**src/rtl/core/hpc_pkg.sv**
```systemverilog
package hpc_pkg;

    localparam int CELL_INDEX_W = 7;
    localparam int CELL_VALUE_W = 8;
    localparam int CFG_IDX_W    = 2;
    localparam int CFG_DATA_W   = 8;

    // input commands
    localparam logic CMD_LOAD = 1'b0;
    localparam logic CMD_STEP = 1'b1;

    // configuration register indexes
    localparam logic [CFG_IDX_W-1:0] CFG_NUM_STATES = 2'd0;
    localparam logic [CFG_IDX_W-1:0] CFG_INF_DIV    = 2'd1;
    localparam logic [CFG_IDX_W-1:0] CFG_ILL_DIV    = 2'd2;
    localparam logic [CFG_IDX_W-1:0] CFG_INC        = 2'd3;

    // neighborhood walk: center plus eight neighbors
    localparam int TAP_W    = 4;
    localparam int NUM_TAPS = 9;

    localparam int SUM_W = 12;  // nine bytes summed
    localparam int CNT_W = 4;   // neighbor count 0..8

    localparam int                    DIV_STEP_W      = 4;
    localparam logic [DIV_STEP_W-1:0] FULL_DIV_STEPS  = DIV_STEP_W'(SUM_W);
    localparam logic [DIV_STEP_W-1:0] SMALL_DIV_STEPS = DIV_STEP_W'(CNT_W);

    typedef enum logic [1:0] {
        WR_NONE,
        WR_CLEAR,
        WR_LOAD,
        WR_STEP
    } t_wr_mode;

    typedef enum logic [1:0] {
        DIV_INF,
        DIV_ILL,
        DIV_AVG
    } t_div_op;

    typedef struct packed {
        logic             capture;
        t_wr_mode         wr;
        logic             rd_issue;
        logic [TAP_W-1:0] tap;
        logic             acc;
        logic             acc_center;
        logic             div_start;
        t_div_op          div_op;
    } t_dp_cmd;

    typedef struct packed {
        logic clear_last;
        logic center_zero;
        logic center_mid;
        logic div_done;
    } t_dp_status;

endpackage

```
**src/rtl/core/hodgepodge_cell_update.sv**
```systemverilog
// Channel   Handshake                  Payload
// input     start / busy               i_cmd, i_cell_index, i_cell_value
// result    o_result_strobe (1 cycle)  o_updated_index, o_updated_value, o_sweep_done
// config    i_cfg_valid / o_cfg_ready  i_cfg_index, i_cfg_data
//
// A load beat is written in S_LOAD and its result is registered from that write. An
// update beat walks the nine cells through one bank read port, then runs the shared
// one-bit-per-cycle divider: one run for an average, two for a zero center (infected
// then ill counts), none otherwise; the divider runs set how long an update takes.
// After reset both banks are cleared, one address per cycle, with busy high. One beat
// in flight at a time; results cannot be stalled.
module hodgepodge_cell_update import hpc_pkg::*; #(
    parameter int ROW_WIDTH  = 16,
    parameter int BANK_CELLS = 128
) (
    input  logic                    i_clk,
    input  logic                    i_rst_n,
    input  logic                    start,
    output logic                    busy,
    input  logic                    i_cmd,
    input  logic [CELL_INDEX_W-1:0] i_cell_index,
    input  logic [CELL_VALUE_W-1:0] i_cell_value,
    output logic                    o_result_strobe,
    output logic [CELL_INDEX_W-1:0] o_updated_index,
    output logic [CELL_VALUE_W-1:0] o_updated_value,
    output logic                    o_sweep_done,
    input  logic                    i_cfg_valid,
    output logic                    o_cfg_ready,
    input  logic [CFG_IDX_W-1:0]    i_cfg_index,
    input  logic [CFG_DATA_W-1:0]   i_cfg_data
);

    t_dp_cmd    ctl;
    t_dp_status stat;

    assign o_cfg_ready = 1'b1;

    hpc_ctrl u_ctrl (
        .i_clk   (i_clk),
        .i_rst_n (i_rst_n),
        .i_start (start),
        .i_cmd   (i_cmd),
        .i_stat  (stat),
        .o_busy  (busy),
        .o_ctl   (ctl)
    );

    hpc_datapath #(
        .ROW_WIDTH  (ROW_WIDTH),
        .BANK_CELLS (BANK_CELLS)
    ) u_dp (
        .i_clk           (i_clk),
        .i_rst_n         (i_rst_n),
        .i_cell_index    (i_cell_index),
        .i_cell_value    (i_cell_value),
        .i_cfg_valid     (i_cfg_valid),
        .i_cfg_index     (i_cfg_index),
        .i_cfg_data      (i_cfg_data),
        .i_ctl           (ctl),
        .o_stat          (stat),
        .o_result_strobe (o_result_strobe),
        .o_updated_index (o_updated_index),
        .o_updated_value (o_updated_value),
        .o_sweep_done    (o_sweep_done)
    );

endmodule

```
**src/rtl/core/hpc_div.sv**
```systemverilog
module hpc_div import hpc_pkg::*; (
    input  logic                  i_clk,
    input  logic                  i_rst_n,
    input  logic                  i_start,
    input  logic [SUM_W-1:0]      i_dividend,
    input  logic [7:0]            i_divisor,
    input  logic [DIV_STEP_W-1:0] i_steps,
    output logic                  o_done,
    output logic [SUM_W-1:0]      o_quotient
);

    // restoring divider, one quotient bit per cycle; a short run takes the
    // dividend left-aligned so only its top bits are consumed
    logic                  r_busy;
    logic                  r_done;
    logic [DIV_STEP_W-1:0] r_cnt;
    logic [SUM_W-1:0]      r_dvd;
    logic [SUM_W-1:0]      r_quo;
    logic [7:0]            r_rem;
    logic [7:0]            r_dsr;

    logic [8:0] trial;
    logic [8:0] trial_sub;
    logic       q_bit;

    always_comb begin
        trial     = {r_rem, r_dvd[SUM_W-1]};
        trial_sub = trial - {1'b0, r_dsr};
        q_bit     = (trial >= {1'b0, r_dsr});
    end

    always_ff @(posedge i_clk) begin
        if (!i_rst_n) begin
            r_busy <= 1'b0;
            r_done <= 1'b0;
            r_cnt  <= '0;
        end else begin
            r_done <= 1'b0;
            if (i_start) begin
                r_busy <= 1'b1;
                r_cnt  <= i_steps;
            end else if (r_busy) begin
                r_cnt <= r_cnt - 1'b1;
                if (r_cnt == DIV_STEP_W'(1)) begin
                    r_busy <= 1'b0;
                    r_done <= 1'b1;
                end
            end
        end
    end

    always_ff @(posedge i_clk) begin
        if (i_start) begin
            r_dvd <= i_dividend;
            r_dsr <= i_divisor;
            r_rem <= '0;
            r_quo <= '0;
        end else if (r_busy) begin
            r_dvd <= {r_dvd[SUM_W-2:0], 1'b0};
            r_rem <= q_bit ? trial_sub[7:0] : trial[7:0];
            r_quo <= {r_quo[SUM_W-2:0], q_bit};
        end
    end

    assign o_done     = r_done;
    assign o_quotient = r_quo;

endmodule

```
**src/rtl/core/hpc_ctrl.sv**
```systemverilog
module hpc_ctrl import hpc_pkg::*; (
    input  logic       i_clk,
    input  logic       i_rst_n,
    input  logic       i_start,
    input  logic       i_cmd,
    input  t_dp_status i_stat,
    output logic       o_busy,
    output t_dp_cmd    o_ctl
);

    typedef enum logic [3:0] {
        S_CLEAR,
        S_IDLE,
        S_LOAD,
        S_READ,
        S_DECIDE,
        S_DIV_INF,
        S_DIV_ILL,
        S_DIV_AVG,
        S_WRITE
    } t_state;

    t_state           r_state, n_state;
    logic             r_busy;
    logic [TAP_W-1:0] r_tap, n_tap;
    logic             accept;

    assign accept = i_start && !r_busy;

    always_comb begin
        n_state = r_state;
        n_tap   = r_tap;
        o_ctl   = '{capture: 1'b0, wr: WR_NONE, rd_issue: 1'b0, tap: r_tap,
                    acc: 1'b0, acc_center: 1'b0, div_start: 1'b0, div_op: DIV_INF};
        unique case (r_state)
            S_CLEAR: begin
                o_ctl.wr = WR_CLEAR;
                if (i_stat.clear_last) n_state = S_IDLE;
            end
            S_IDLE: begin
                if (accept) begin
                    o_ctl.capture = 1'b1;
                    n_tap         = '0;
                    n_state       = (i_cmd == CMD_LOAD) ? S_LOAD : S_READ;
                end
            end
            S_LOAD: begin
                o_ctl.wr = WR_LOAD;
                n_state  = S_IDLE;
            end
            S_READ: begin
                // read data is registered and lands in the cycle after its address
                o_ctl.rd_issue   = (r_tap < TAP_W'(NUM_TAPS));
                o_ctl.acc        = (r_tap != '0);
                o_ctl.acc_center = (r_tap == TAP_W'(1));
                n_tap            = r_tap + 1'b1;
                if (r_tap == TAP_W'(NUM_TAPS)) n_state = S_DECIDE;
            end
            S_DECIDE: begin
                priority if (i_stat.center_zero) begin
                    o_ctl.div_start = 1'b1;
                    o_ctl.div_op    = DIV_INF;
                    n_state         = S_DIV_INF;
                end else if (i_stat.center_mid) begin
                    o_ctl.div_start = 1'b1;
                    o_ctl.div_op    = DIV_AVG;
                    n_state         = S_DIV_AVG;
                end else begin
                    n_state = S_WRITE;
                end
            end
            S_DIV_INF: begin
                if (i_stat.div_done) begin
                    o_ctl.div_start = 1'b1;
                    o_ctl.div_op    = DIV_ILL;
                    n_state         = S_DIV_ILL;
                end
            end
            S_DIV_ILL: begin
                if (i_stat.div_done) n_state = S_WRITE;
            end
            S_DIV_AVG: begin
                if (i_stat.div_done) n_state = S_WRITE;
            end
            S_WRITE: begin
                o_ctl.wr = WR_STEP;
                n_state  = S_IDLE;
            end
            default: n_state = S_IDLE;
        endcase
    end

    always_ff @(posedge i_clk) begin
        if (!i_rst_n) begin
            r_state <= S_CLEAR;
            r_busy  <= 1'b1;
            r_tap   <= '0;
        end else begin
            r_state <= n_state;
            r_busy  <= (n_state != S_IDLE);
            r_tap   <= n_tap;
        end
    end

    assign o_busy = r_busy;

endmodule

```
**src/rtl/core/hpc_datapath.sv**
```systemverilog
module hpc_datapath import hpc_pkg::*; #(
    parameter int ROW_WIDTH  = 16,
    parameter int BANK_CELLS = 128
) (
    input  logic                    i_clk,
    input  logic                    i_rst_n,
    input  logic [CELL_INDEX_W-1:0] i_cell_index,
    input  logic [CELL_VALUE_W-1:0] i_cell_value,
    input  logic                    i_cfg_valid,
    input  logic [CFG_IDX_W-1:0]    i_cfg_index,
    input  logic [CFG_DATA_W-1:0]   i_cfg_data,
    input  t_dp_cmd                 i_ctl,
    output t_dp_status              o_stat,
    output logic                    o_result_strobe,
    output logic [CELL_INDEX_W-1:0] o_updated_index,
    output logic [CELL_VALUE_W-1:0] o_updated_value,
    output logic                    o_sweep_done
);

    localparam int AW = $clog2(BANK_CELLS);
    localparam logic [AW:0] BANK_END = (AW + 1)'(BANK_CELLS);

    // neighbor offsets folded into 0..BANK_CELLS-1
    localparam int RW0    = ROW_WIDTH % BANK_CELLS;
    localparam int RW1    = (ROW_WIDTH + 1) % BANK_CELLS;
    localparam int RWM    = (ROW_WIDTH - 1) % BANK_CELLS;
    localparam int OFF_W  = BANK_CELLS - 1;
    localparam int OFF_E  = 1;
    localparam int OFF_N  = (BANK_CELLS - RW0) % BANK_CELLS;
    localparam int OFF_S  = RW0;
    localparam int OFF_NW = (BANK_CELLS - RW1) % BANK_CELLS;
    localparam int OFF_NE = (BANK_CELLS - RWM) % BANK_CELLS;
    localparam int OFF_SW = RWM;
    localparam int OFF_SE = RW1;

    localparam int          LAST_I   = BANK_CELLS - ROW_WIDTH - 2;
    localparam bit          HAS_LAST = (LAST_I >= 0);
    localparam logic [AW:0] LAST_V   = (AW + 1)'(LAST_I);
    localparam logic [AW-1:0] START_X = AW'(RW1);

    localparam int IW        = (AW + 1 > CELL_INDEX_W) ? AW + 1 : CELL_INDEX_W;
    localparam int IDX_FOLDS = ((1 << CELL_INDEX_W) - 1) / BANK_CELLS;

    // configuration
    logic [7:0] r_num_states, r_inf_div, r_ill_div, r_increment;

    always_ff @(posedge i_clk) begin
        if (!i_rst_n) begin
            r_num_states <= 8'd64;
            r_inf_div    <= 8'd2;
            r_ill_div    <= 8'd3;
            r_increment  <= 8'd5;
        end else if (i_cfg_valid) begin
            unique case (i_cfg_index)
                CFG_NUM_STATES: r_num_states <= i_cfg_data;
                CFG_INF_DIV:    r_inf_div    <= i_cfg_data;
                CFG_ILL_DIV:    r_ill_div    <= i_cfg_data;
                CFG_INC:        r_increment  <= i_cfg_data;
                default:        ;
            endcase
        end
    end

    logic [7:0] ill, k1_eff, k2_eff;
    assign ill    = r_num_states - 8'd1;
    assign k1_eff = (r_inf_div == '0) ? 8'd1 : r_inf_div;
    assign k2_eff = (r_ill_div == '0) ? 8'd1 : r_ill_div;

    // cell banks
    logic [CELL_VALUE_W-1:0] r_bank_a [BANK_CELLS];
    logic [CELL_VALUE_W-1:0] r_bank_b [BANK_CELLS];
    logic [CELL_VALUE_W-1:0] r_rd_a, r_rd_b;

    logic [AW-1:0] r_cursor;
    logic          r_bank_sel;
    logic [AW-1:0] r_clr_addr;

    // load beat capture
    logic [IW-1:0]           ld_fold;
    logic [AW-1:0]           r_ld_idx;
    logic [CELL_VALUE_W-1:0] r_ld_val;

    always_comb begin
        ld_fold = IW'(i_cell_index);
        for (int f = 0; f < IDX_FOLDS; f++) begin
            if (ld_fold >= IW'(BANK_CELLS)) ld_fold = ld_fold - IW'(BANK_CELLS);
        end
    end

    always_ff @(posedge i_clk) begin
        if (i_ctl.capture) begin
            r_ld_idx <= ld_fold[AW-1:0];
            r_ld_val <= i_cell_value;
        end
    end

    // read address: cursor plus folded offset, one wrap
    logic [AW-1:0] tap_off;
    logic [AW:0]   rd_sum, rd_wrap;
    logic [AW-1:0] rd_addr;

    always_comb begin
        unique case (i_ctl.tap)
            TAP_W'(0): tap_off = '0;
            TAP_W'(1): tap_off = AW'(OFF_W);
            TAP_W'(2): tap_off = AW'(OFF_E);
            TAP_W'(3): tap_off = AW'(OFF_N);
            TAP_W'(4): tap_off = AW'(OFF_S);
            TAP_W'(5): tap_off = AW'(OFF_NW);
            TAP_W'(6): tap_off = AW'(OFF_NE);
            TAP_W'(7): tap_off = AW'(OFF_SW);
            TAP_W'(8): tap_off = AW'(OFF_SE);
            default:   tap_off = '0;
        endcase
        rd_sum  = {1'b0, r_cursor} + {1'b0, tap_off};
        rd_wrap = rd_sum - BANK_END;
        rd_addr = (rd_sum >= BANK_END) ? rd_wrap[AW-1:0] : rd_sum[AW-1:0];
    end

    always_ff @(posedge i_clk) begin
        if (i_ctl.rd_issue) begin
            r_rd_a <= r_bank_a[rd_addr];
            r_rd_b <= r_bank_b[rd_addr];
        end
    end

    logic [CELL_VALUE_W-1:0] rd_cell;
    assign rd_cell = r_bank_sel ? r_rd_b : r_rd_a;

    // neighborhood accumulation
    logic [SUM_W-1:0]        r_sum;
    logic [CNT_W-1:0]        r_ninf, r_nill;
    logic [CELL_VALUE_W-1:0] r_c;

    always_ff @(posedge i_clk) begin
        if (i_ctl.capture) begin
            r_sum  <= '0;
            r_ninf <= '0;
            r_nill <= '0;
        end else if (i_ctl.acc) begin
            r_sum <= r_sum + SUM_W'(rd_cell);
            priority if (i_ctl.acc_center) begin
                r_c <= rd_cell;
            end else if (rd_cell == ill) begin
                r_nill <= r_nill + 1'b1;
            end else if (rd_cell != '0) begin
                r_ninf <= r_ninf + 1'b1;
            end
        end
    end

    // shared divider
    logic [SUM_W-1:0]      div_dvd;
    logic [7:0]            div_dsr;
    logic [DIV_STEP_W-1:0] div_steps;
    logic                  div_done;
    logic [SUM_W-1:0]      div_quo;
    t_div_op               r_cur_op;
    logic [CNT_W-1:0]      r_q_inf, r_q_ill;
    logic [SUM_W-1:0]      r_q_avg;

    always_comb begin
        unique case (i_ctl.div_op)
            DIV_INF: begin
                div_dvd   = {r_ninf, {(SUM_W - CNT_W){1'b0}}};
                div_dsr   = k1_eff;
                div_steps = SMALL_DIV_STEPS;
            end
            DIV_ILL: begin
                div_dvd   = {r_nill, {(SUM_W - CNT_W){1'b0}}};
                div_dsr   = k2_eff;
                div_steps = SMALL_DIV_STEPS;
            end
            DIV_AVG: begin
                div_dvd   = r_sum;
                div_dsr   = 8'(r_ninf) + 8'd1;
                div_steps = FULL_DIV_STEPS;
            end
            default: begin
                div_dvd   = r_sum;
                div_dsr   = 8'd1;
                div_steps = FULL_DIV_STEPS;
            end
        endcase
    end

    hpc_div u_div (
        .i_clk      (i_clk),
        .i_rst_n    (i_rst_n),
        .i_start    (i_ctl.div_start),
        .i_dividend (div_dvd),
        .i_divisor  (div_dsr),
        .i_steps    (div_steps),
        .o_done     (div_done),
        .o_quotient (div_quo)
    );

    always_ff @(posedge i_clk) begin
        if (i_ctl.div_start) r_cur_op <= i_ctl.div_op;
        if (div_done) begin
            unique case (r_cur_op)
                DIV_INF: r_q_inf <= div_quo[CNT_W-1:0];
                DIV_ILL: r_q_ill <= div_quo[CNT_W-1:0];
                DIV_AVG: r_q_avg <= div_quo;
                default: ;
            endcase
        end
    end

    // new cell value
    logic                    center_zero, center_mid;
    logic [CNT_W:0]          small_sum;
    logic [CELL_VALUE_W-1:0] avg_inc, raw_nv, nv;

    always_comb begin
        center_zero = (r_c == '0);
        center_mid  = !center_zero && (r_c < ill);
        small_sum   = {1'b0, r_q_inf} + {1'b0, r_q_ill};
        avg_inc     = r_q_avg[CELL_VALUE_W-1:0] + r_increment;
        priority if (center_zero) raw_nv = CELL_VALUE_W'(small_sum);
        else if (center_mid)      raw_nv = avg_inc;
        else                      raw_nv = '0;
        nv = (raw_nv > ill) ? ill : raw_nv;
    end

    // cursor advance
    logic [AW:0]   cur_inc;
    logic          sweep_end;
    logic [AW-1:0] cur_next;

    always_comb begin
        cur_inc   = {1'b0, r_cursor} + 1'b1;
        sweep_end = HAS_LAST && (cur_inc > LAST_V);
        priority if (sweep_end)        cur_next = START_X;
        else if (cur_inc == BANK_END)  cur_next = '0;
        else                           cur_next = cur_inc[AW-1:0];
    end

    // bank write port
    logic                    we_a, we_b;
    logic [AW-1:0]           wr_addr;
    logic [CELL_VALUE_W-1:0] wr_data;

    always_comb begin
        unique case (i_ctl.wr)
            WR_NONE: begin
                we_a = 1'b0; we_b = 1'b0; wr_addr = r_cursor; wr_data = nv;
            end
            WR_CLEAR: begin
                we_a = 1'b1; we_b = 1'b1; wr_addr = r_clr_addr; wr_data = '0;
            end
            WR_LOAD: begin
                we_a = 1'b1; we_b = 1'b1; wr_addr = r_ld_idx; wr_data = r_ld_val;
            end
            WR_STEP: begin
                we_a = r_bank_sel; we_b = !r_bank_sel; wr_addr = r_cursor; wr_data = nv;
            end
            default: begin
                we_a = 1'b0; we_b = 1'b0; wr_addr = r_cursor; wr_data = nv;
            end
        endcase
    end

    always_ff @(posedge i_clk) begin
        if (we_a) r_bank_a[wr_addr] <= wr_data;
        if (we_b) r_bank_b[wr_addr] <= wr_data;
    end

    always_ff @(posedge i_clk) begin
        if (!i_rst_n) begin
            r_cursor        <= START_X;
            r_bank_sel      <= 1'b0;
            r_clr_addr      <= '0;
            o_result_strobe <= 1'b0;
        end else begin
            o_result_strobe <= (i_ctl.wr == WR_LOAD) || (i_ctl.wr == WR_STEP);
            if (i_ctl.wr == WR_CLEAR) r_clr_addr <= r_clr_addr + 1'b1;
            if (i_ctl.wr == WR_STEP) begin
                r_cursor <= cur_next;
                if (sweep_end) r_bank_sel <= ~r_bank_sel;
            end
        end
    end

    logic [AW+CELL_INDEX_W-1:0] idx_ext;
    assign idx_ext = {{CELL_INDEX_W{1'b0}}, wr_addr};

    always_ff @(posedge i_clk) begin
        if ((i_ctl.wr == WR_LOAD) || (i_ctl.wr == WR_STEP)) begin
            o_updated_index <= idx_ext[CELL_INDEX_W-1:0];
            o_updated_value <= wr_data;
            o_sweep_done    <= (i_ctl.wr == WR_STEP) && sweep_end;
        end
    end

    assign o_stat = '{clear_last:  (r_clr_addr == AW'(BANK_CELLS - 1)),
                      center_zero: center_zero,
                      center_mid:  center_mid,
                      div_done:    div_done};

endmodule

```
**config.mk**
```make
export PLATFORM = sky130hd
export DESIGN_NAME = hodgepodge_cell_update
export DESIGN_NICKNAME = d
export VERILOG_FILES = /design/src/rtl/core/hpc_pkg.sv /design/src/rtl/core/hodgepodge_cell_update.sv /design/src/rtl/core/hpc_div.sv /design/src/rtl/core/hpc_ctrl.sv /design/src/rtl/core/hpc_datapath.sv
export SDC_FILE = /design/constraint.sdc
export NUM_CORES = 2
export LEC_CHECK = 0
export BUFFER_PORTS_ARGS = -buffer_cell sky130_fd_sc_hd__buf_4
export CORE_MARGIN = 1
export CORE_UTILIZATION = 50
export CTS_BUF_LIST = sky130_fd_sc_hd__clkbuf_4 sky130_fd_sc_hd__clkbuf_8
export DETAILED_ROUTE_END_ITERATION = 6
export PLACE_DENSITY = 0.72
export SLEW_MARGIN = 20
export SYNTH_ARGS = -nofsm -noshare
export SYNTH_HDL_FRONTEND = slang
export SYNTH_SLANG_ARGS = --single-unit
```
**constraint.sdc**
```tcl
create_clock -name i_clk -period 12.48 [get_ports i_clk]
set_input_delay 3.12 -clock i_clk [delete_from_list [all_inputs] [get_ports i_clk]]
set_output_delay 3.12 -clock i_clk [all_outputs]
set_load 0.02 [all_outputs]
```
Word level (Yosys, flattened, before mapping)
Memories as Yosys holds them, arrays and structs flattened. A register that Yosys moved wholly into a read port is not among the register bits.
Cells that the tools add are included.
{"block": "word_totals", "ramBits": 2048, "rom_bits": 112, "reg_bits": 176, "output_inout_bits": 19, "n_memories": 3}
{"block": "op_classes", "reduce_logical": 36, "n_eq_ne": 26, "order_cmp": 6, "bitwise": 6, "addsub": 14, "mux": 51}
{"name": "u_dp.r_bank_a", "words": 128, "word_bits": 8, "rd": 1, "rd_ports_with_merged_regs": 1, "write_ports": 1, "line_no": "hpc_datapath.sv:70", "source": "logic [CELL_VALUE_W-1:0] r_bank_a [BANK_CELLS];"}
{"name": "u_dp.r_bank_b", "words": 128, "word_bits": 8, "rd": 1, "rd_ports_with_merged_regs": 1, "write_ports": 1, "line_no": "hpc_datapath.sv:71", "source": "logic [CELL_VALUE_W-1:0] r_bank_b [BANK_CELLS];"}
{"name": "(no name shown)", "words": 16, "word_bits": 7, "rd": 1, "rd_ports_with_merged_regs": 1, "write_ports": 0, "line_no": "hpc_datapath.sv:103", "source": "unique case (i_ctl.tap)"}
{"operator": "$mux W8", "count": 7}
{"operator": "$mux W4", "count": 13}
{"operator": "$pmux W8 S3", "count": 2}
{"operator": "$logic_not A8 Y1", "count": 3}
{"operator": "$mux W12", "count": 2}
{"operator": "$pmux W12 S2", "count": 1}
{"operator": "$pmux W4 S6", "count": 1}
{"operator": "$mux W7", "count": 3}
{"operator": "$pmux W7 S3", "count": 1}
{"operator": "$reduce_and A2 Y1", "count": 9}
{"operator": "$eq A4 B3 Y1 const B", "count": 4}
{"operator": "$add A12 B8 Y12", "count": 1}
{"operator": "$add A4 B1 Y4 const B", "count": 3}
{"operator": "$eq A2 B2 Y1 const B", "count": 6}
{"operator": "$eq A4 B1 Y1 const B", "count": 3}
{"operator": "$mux W1", "count": 12}
{"operator": "$ge A9 B8 Y1", "count": 1}
{"operator": "$mux W3", "count": 3}
{"operator": "$add A7 B1 Y8 const B", "count": 1}
{"operator": "$add A7 B7 Y8", "count": 1}
{"operator": "$add A8 B8 Y8", "count": 1}
{"operator": "$eq A2 B1 Y1 const B", "count": 4}
{"operator": "$eq A4 B2 Y1 const B", "count": 2}
{"operator": "$eq A4 B4 Y1 const B", "count": 2}
{"operator": "other kinds (35)", "count": 53}

Depth between registers and ports, before layout
{"block": "depth", "ltp_word": 10, "mapped_depth": 21, "depth_no_buf": 20}

By module
Synthesis repeated with hierarchy kept, for this count alone.
{"block": "unflattened", "hier_cells": 4348, "hier_area_um2": 89721.0}
{"module": "hpc_datapath", "instances": 1, "area_per_inst_um2": 86823.3, "cells_each": 4054}
{"module": "hpc_div", "instances": 1, "area_per_inst_um2": 2252.2, "cells_each": 213}
{"module": "hpc_ctrl", "instances": 1, "area_per_inst_um2": 634.4, "cells_each": 79}
{"module": "hodgepodge_cell_update", "instances": 1, "area_per_inst_um2": 11.3, "cells_each": 2}

Worst setup path before layout
No wires, ideal clock.
{"block": "synth_timing", "path_type": "register -> register", "startpoint": "reg u_dp.r_num_states[3]", "endpoint": "reg u_dp.o_updated_value[5], data pin", "t_required_ns": 10.957, "setup_slack_ns": 3.907, "stages_incl_launch_ff": 19, "arrival_ns": 7.051, "n_path_buf": 1, "period_less_slack_ns": 8.573, "cell_sequence": "dfxtp_1 > or4_4 > or4_1 > xor2_1 > ha_1 > a41oi_2 > nand3_1 > nor2_1 > a22o_1 > ha_1 > nor2b_1 > o21a_1 > o21ai_0 > nand2b_1 > o2111a_1 > or3_4 > buf_6 > nand4b_1 > nand3_1"}
{"block": "synth_between", "elab_chain_cells": 8}
{"element": "from (decl)", "line_no": "hpc_datapath.sv:45", "source": "logic [7:0] r_num_states, r_inf_div, r_ill_div, r_increment;"}
{"element": "from (signal assigned)", "line_no": "hpc_datapath.sv:55", "source": "CFG_NUM_STATES: r_num_states <= i_cfg_data;"}
{"element": "$sub A8 B1 Y8 (*)", "line_no": "hpc_datapath.sv:65", "source": "assign ill = r_num_states - 8'd1;"}
{"element": "$lt A8 B8 Y1", "line_no": "hpc_datapath.sv:217", "source": "center_mid = !center_zero && (r_c < ill);"}
{"element": "$logic_and A1 B1 Y1", "line_no": "hpc_datapath.sv:217"}
{"element": "$mux W8", "line_no": "hpc_datapath.sv:221", "source": "else if (center_mid) raw_nv = avg_inc;"}
{"element": "$mux W8", "line_no": "hpc_datapath.sv:220", "source": "priority if (center_zero) raw_nv = CELL_VALUE_W'(small_sum);"}
{"element": "$gt A8 B8 Y1", "line_no": "hpc_datapath.sv:223", "source": "nv = (raw_nv > ill) ? ill : raw_nv;"}
{"element": "$mux W8 (*)", "line_no": "hpc_datapath.sv:223"}
{"element": "$pmux W8 S3 (*)", "line_no": "hpc_datapath.sv:245", "source": "unique case (i_ctl.wr)"}
{"element": "net u_dp.wr_data[5]", "line_no": "hpc_datapath.sv:242", "source": "logic [CELL_VALUE_W-1:0] wr_data;"}
{"element": "to (signal assigned)", "line_no": "hpc_datapath.sv:291", "source": "o_updated_value <= wr_data;"}
{"element": "to (decl)", "line_no": "hpc_datapath.sv:16", "source": "output logic [CELL_VALUE_W-1:0] o_updated_value,"}
The timed path passes the listed nets; every way through them passes the cells marked *.
A chain may end at the register's enable or synchronous reset.

Final worst setup path
{"block": "layout_timing", "startpoint": "reg u_dp.r_num_states[0]", "endpoint": "mem u_dp.r_bank_b[48][2], data pin"}
{"block": "layout_between", "elab_chain_cells": 8}
{"element": "$sub A8 B1 Y8 (*)", "line_no": "hpc_datapath.sv:65"}
{"element": "$lt A8 B8 Y1", "line_no": "hpc_datapath.sv:217"}
{"element": "$logic_and A1 B1 Y1", "line_no": "hpc_datapath.sv:217"}
{"element": "$mux W8", "line_no": "hpc_datapath.sv:221"}
{"element": "$mux W8", "line_no": "hpc_datapath.sv:220"}
{"element": "$gt A8 B8 Y1", "line_no": "hpc_datapath.sv:223"}
{"element": "$mux W8 (*)", "line_no": "hpc_datapath.sv:223"}
{"element": "$pmux W8 S3 (*)", "line_no": "hpc_datapath.sv:245"}
{"element": "net u_dp.wr_data[2]", "line_no": "hpc_datapath.sv:242"}
{"element": "to (decl)", "line_no": "hpc_datapath.sv:71"}
Marked as above.

==> out/results.tsv <==
stage	metric	value	unit
outcome	status	completed	
cells_and_area	area_growth	11.24	%
cts	clkTransAtPathRegs	0.06	ns
worst_hold_path	hold_path.class	reg -> reg	
detailed_routing	wl	193.5	mm
global_route	grt_overflow	0	
timing	period_share	0.5987	
pwr	power.internal	11.51	mW
timing	fin_crit	7.472	ns
global_route	grt_max_degree	210	
pwr	power.switching_fraction	0.2038	
job	maxCapViolCount	0	
timing	fmaxAchievable	133.8	MHz
cts	cts_htree_levels	5	
logic_synthesis	yosys.cell_count.top_type	edfxtp_1	
pwr	power_density	145.8	mW/mm2
logic_synthesis	seq_area_frac_synth	0.7445	
logic_synthesis	synth_ff_type	edfxtp_1	
logic_synthesis	yosys.cell_types.count	79	
global_route	grt_pass1_vias	44040	
pwr	p_clk_frac	0.417	
cts	tritoncts	yes	
detailed_routing	vias_per_cell	6.001	
logic_synthesis	yosys.area.top_type_share	0.7214	
detailed_routing	dr.pass1.iters	7	
detailed_routing	drtIter0Drc	4275	
worst_hold_path	hold_path_depth	0	
setup_path	worstPathArrival	8.12	ns
cts	clk_latency	1.07	ns
place	hpwl	114.9	mm
global_route	grt_pass1_wl	287.4	mm
timing	tns	0	ns
cts	cts_hold_buf	0	
logic_synthesis	ys_warn_count	0	
setup_path	cp_max_fo	101	
global_route	grt_usage	0.2167	
floorplan	initial_core_util	0.5049	
floorplan	std_cell_rows	154	
pwr	switchingPower	2.947	mW
pwr	comb_power_share	0.017	
logic_synthesis	avgSynthCellArea	20.78	um2
cts	cts-root-buf	clkbuf_8	
setup_path	startpoint	u_dp.r_num_states[0]$_SDFFE_PN0P_	
setup_path	end_kind	flop	
floorplan	ios	49	
logic_synthesis	synth_nets	4389	
place	dp.cells	6522	
global_route	antenna_found_initial	2	
floorplan	core_area	0.1765	mm2
place	placed_cell_area	0.09233	mm2
cts	postCtsResizedCells	0	
timing	setup_viol	0	
pwr	leakage	31.93	nW
timing	skew	0.1082	ns
cts	clkSinkCount	2244	
timing	grt_setup_unrepaired	no	
detailed_routing	ant_nets	0	
cells_and_area	finalNonFillerCells	7135	
timing	relSlewSlack	0.2221	
setup_path	reg2reg_depth	19	
setup_path	required	13.13	ns
logic_synthesis	yosysTopAreaCell	edfxtp_1	
place	io_buffer_count	47	
timing	hold_violations	0	
setup_path	critPathKind	reg -> reg	
place	place_congestion	0.8255	
floorplan	die_area	0.1799	mm2
logic_synthesis	async_reset_ff_frac	0	
cts	cts_buffer_depth	4	
detailed_routing	drc	0	
logic_synthesis	synth_edf_count	2141	
floorplan	die_w	424.2	um
logic_synthesis	synth.top_cells.by_count	edfxtp_1, mux4_2, nor2_1, clkbuf_1, mux2i_1	
cts	post_cts_buffers	0	
timing	tightestPinTransition	1.163	ns
cells_and_area	postLayoutCellArea	0.09914	mm2
logic_synthesis	syn_area	0.08912	mm2
pwr	pwr-share-seq	0.566	
setup_path	regToRegStartpoint	u_dp.r_num_states[0]$_SDFFE_PN0P_	
floorplan	die_y	424.2	um
pwr	ir_drop	0.1296	mV
logic_synthesis	ys_ff_latch	2244	
cells_and_area	fillers	13040	
worst_hold_path	hp-start	u_dp.u_div.o_quotient[7]$_SDFFE_PP0P_	
cells_and_area	final_layout_size_suffix_gt1_frac	0.2845	
detailed_routing	wire_per_inst	27.12	um
cells_and_area	layout.nets	4645	
logic_synthesis	synthTopCellsByArea	edfxtp_1, mux4_2, dfxtp_1	
setup_path	start_kind	flop	
cts	numCtsBuffers	359	
timing	drv_slew	0	
logic_synthesis	syn_inst	4289	
detailed_routing	vias	42820	
logic make-up (layout without fill, tap and decap cells):
kind of cell             count (synthesis)  after routing  synth area share
buffers and inverters                  282            787           0.01217
flip-flops                            2244           2244            0.7445
multiplexers                           799            799            0.1801
XOR/XNOR                                53             53          0.005517
other                                    1              2        0.00004208
AO/OA/AOI/OAI                          215            215           0.01617
AND/OR/NAND/NOR                        624            624           0.03117
adder cells (fa/ha/maj)                 71             71           0.01036
registers in the layout, indices dropped and copies added, names as in the netlist, 12 cells and up:
register          cells
u_dp.r_bank_a      1024
u_dp.u_div.r_dvd     12
u_dp.r_bank_b      1024
u_dp.r_sum           12
worst paths after layout:
| path | to | slack, ns |
|---|---|---|
| min | u_dp.r_q_avg[7]$_DFFE_PP_ | 0.44 |
| max reg2reg | u_dp.r_bank_b[48][2]$_DFFE_PP_ | 5.01 |
| min reg2reg | u_dp.r_q_avg[7]$_DFFE_PP_ | 0.44 |
| max | u_dp.r_bank_b[48][2]$_DFFE_PP_ | 5.01 |
per-stage QoR:
stage / power, mW / setup WS [ns] / util / hold slack, ns
after floorplan: 8.488 / 3.907 / - / 0.4076
after global placement: 8.575 / 5.070 / 0.5231 / 0.4159
after detailed placement: 8.581 / 4.919 / 0.5231 / 0.4219
after CTS: 14.56 / 4.862 / 0.5613 / 0.4377
after global routing: 14.88 / 4.416 / 0.5617 / 0.4621
final: 14.46 / 5.008 / 0.5617 / 0.4425
cell type report:
class	instances	area (um2)	share of cell area
Timing Repair Buffer	120	1054	0.01063
Clock inverter	128	810.8	0.008178
Antenna cell	1	2.502	0.00002524
Clock buffer	482	5933	0.05985
Multi-Input combinational cell	1763	21840	0.2203
Inverter	57	214.0	0.002158
Sequential cell	2244	66350	0.6693
Tap cell	2340	2928	0.02953
power by group through the flow:
stage	registers (mW)	logic, mW	clock network (mW)
floorplan	8.33	0.153	0
global placement	8.34	0.233	0
detailed placement	8.34	0.237	0
CTS	8.19	0.238	6.13
global route	8.19	0.257	6.44
finish	8.19	0.239	6.03
cells in the final DEF, fill, tap and decap left out, types with 6 or more instances in the layout:
cell type / instances
o21a_1: 9
nand3_1: 30
a22oi_1: 11
ha_1: 64
clkbuf_4: 112
a22o_1: 8
nor2b_1: 33
nor3_1: 10
nand4_1: 14
xnor2_1: 29
buf_4: 107
a21oi_1: 46
clkinv_1: 77
inv_1: 55
and2_1: 17
buf_12: 10
dfxtp_1: 103
a21boi_0: 20
clkbuf_8: 370
and3_1: 6
mux2i_1: 126
nand2_1: 121
bufinv_16: 9
o21ai_0: 45
nand2b_1: 11
clkinv_2: 33
a21o_1: 17
nor2_1: 337
a211oi_1: 7
xor2_1: 17
clkinvlp_4: 6
mux4_2: 640
edfxtp_1: 2141
mux2_2: 33
metal layers:
| metal | routed length [um] | vias up | track usage |
|---|---|---|---|
| met1 | 78090 | 22560 | 0.2970 |
| met4 | 6034 | 2 | 0.07575 |
| met3 | 14570 | 353 | 0.04632 |
| met5 | 13 | - | 0 |
| met2 | 94800 | 1737 | 0.3467 |
| li1 | - | 18170 | - |
critical path: stages (launching register included):
cell and delay, ns:
dfxtp_1 0.47, inv_1 0.15, ha_1 0.26, xnor2_1 0.53, ha_1 0.37, a21oi_1 0.17
a21oi_1 0.11, o2111ai_1 0.25, nand4_1 0.51, o22ai_1 0.48, ha_1 0.31, o21a_1 0.11
o21ai_0 0.13, nand2b_1 0.10, o2111a_1 0.16, or3_4 0.45, nand3_1 0.13, a32o_4 0.64
buf_4 0.85, buf_4 0.84
Power figures use the tool's default switching activity.
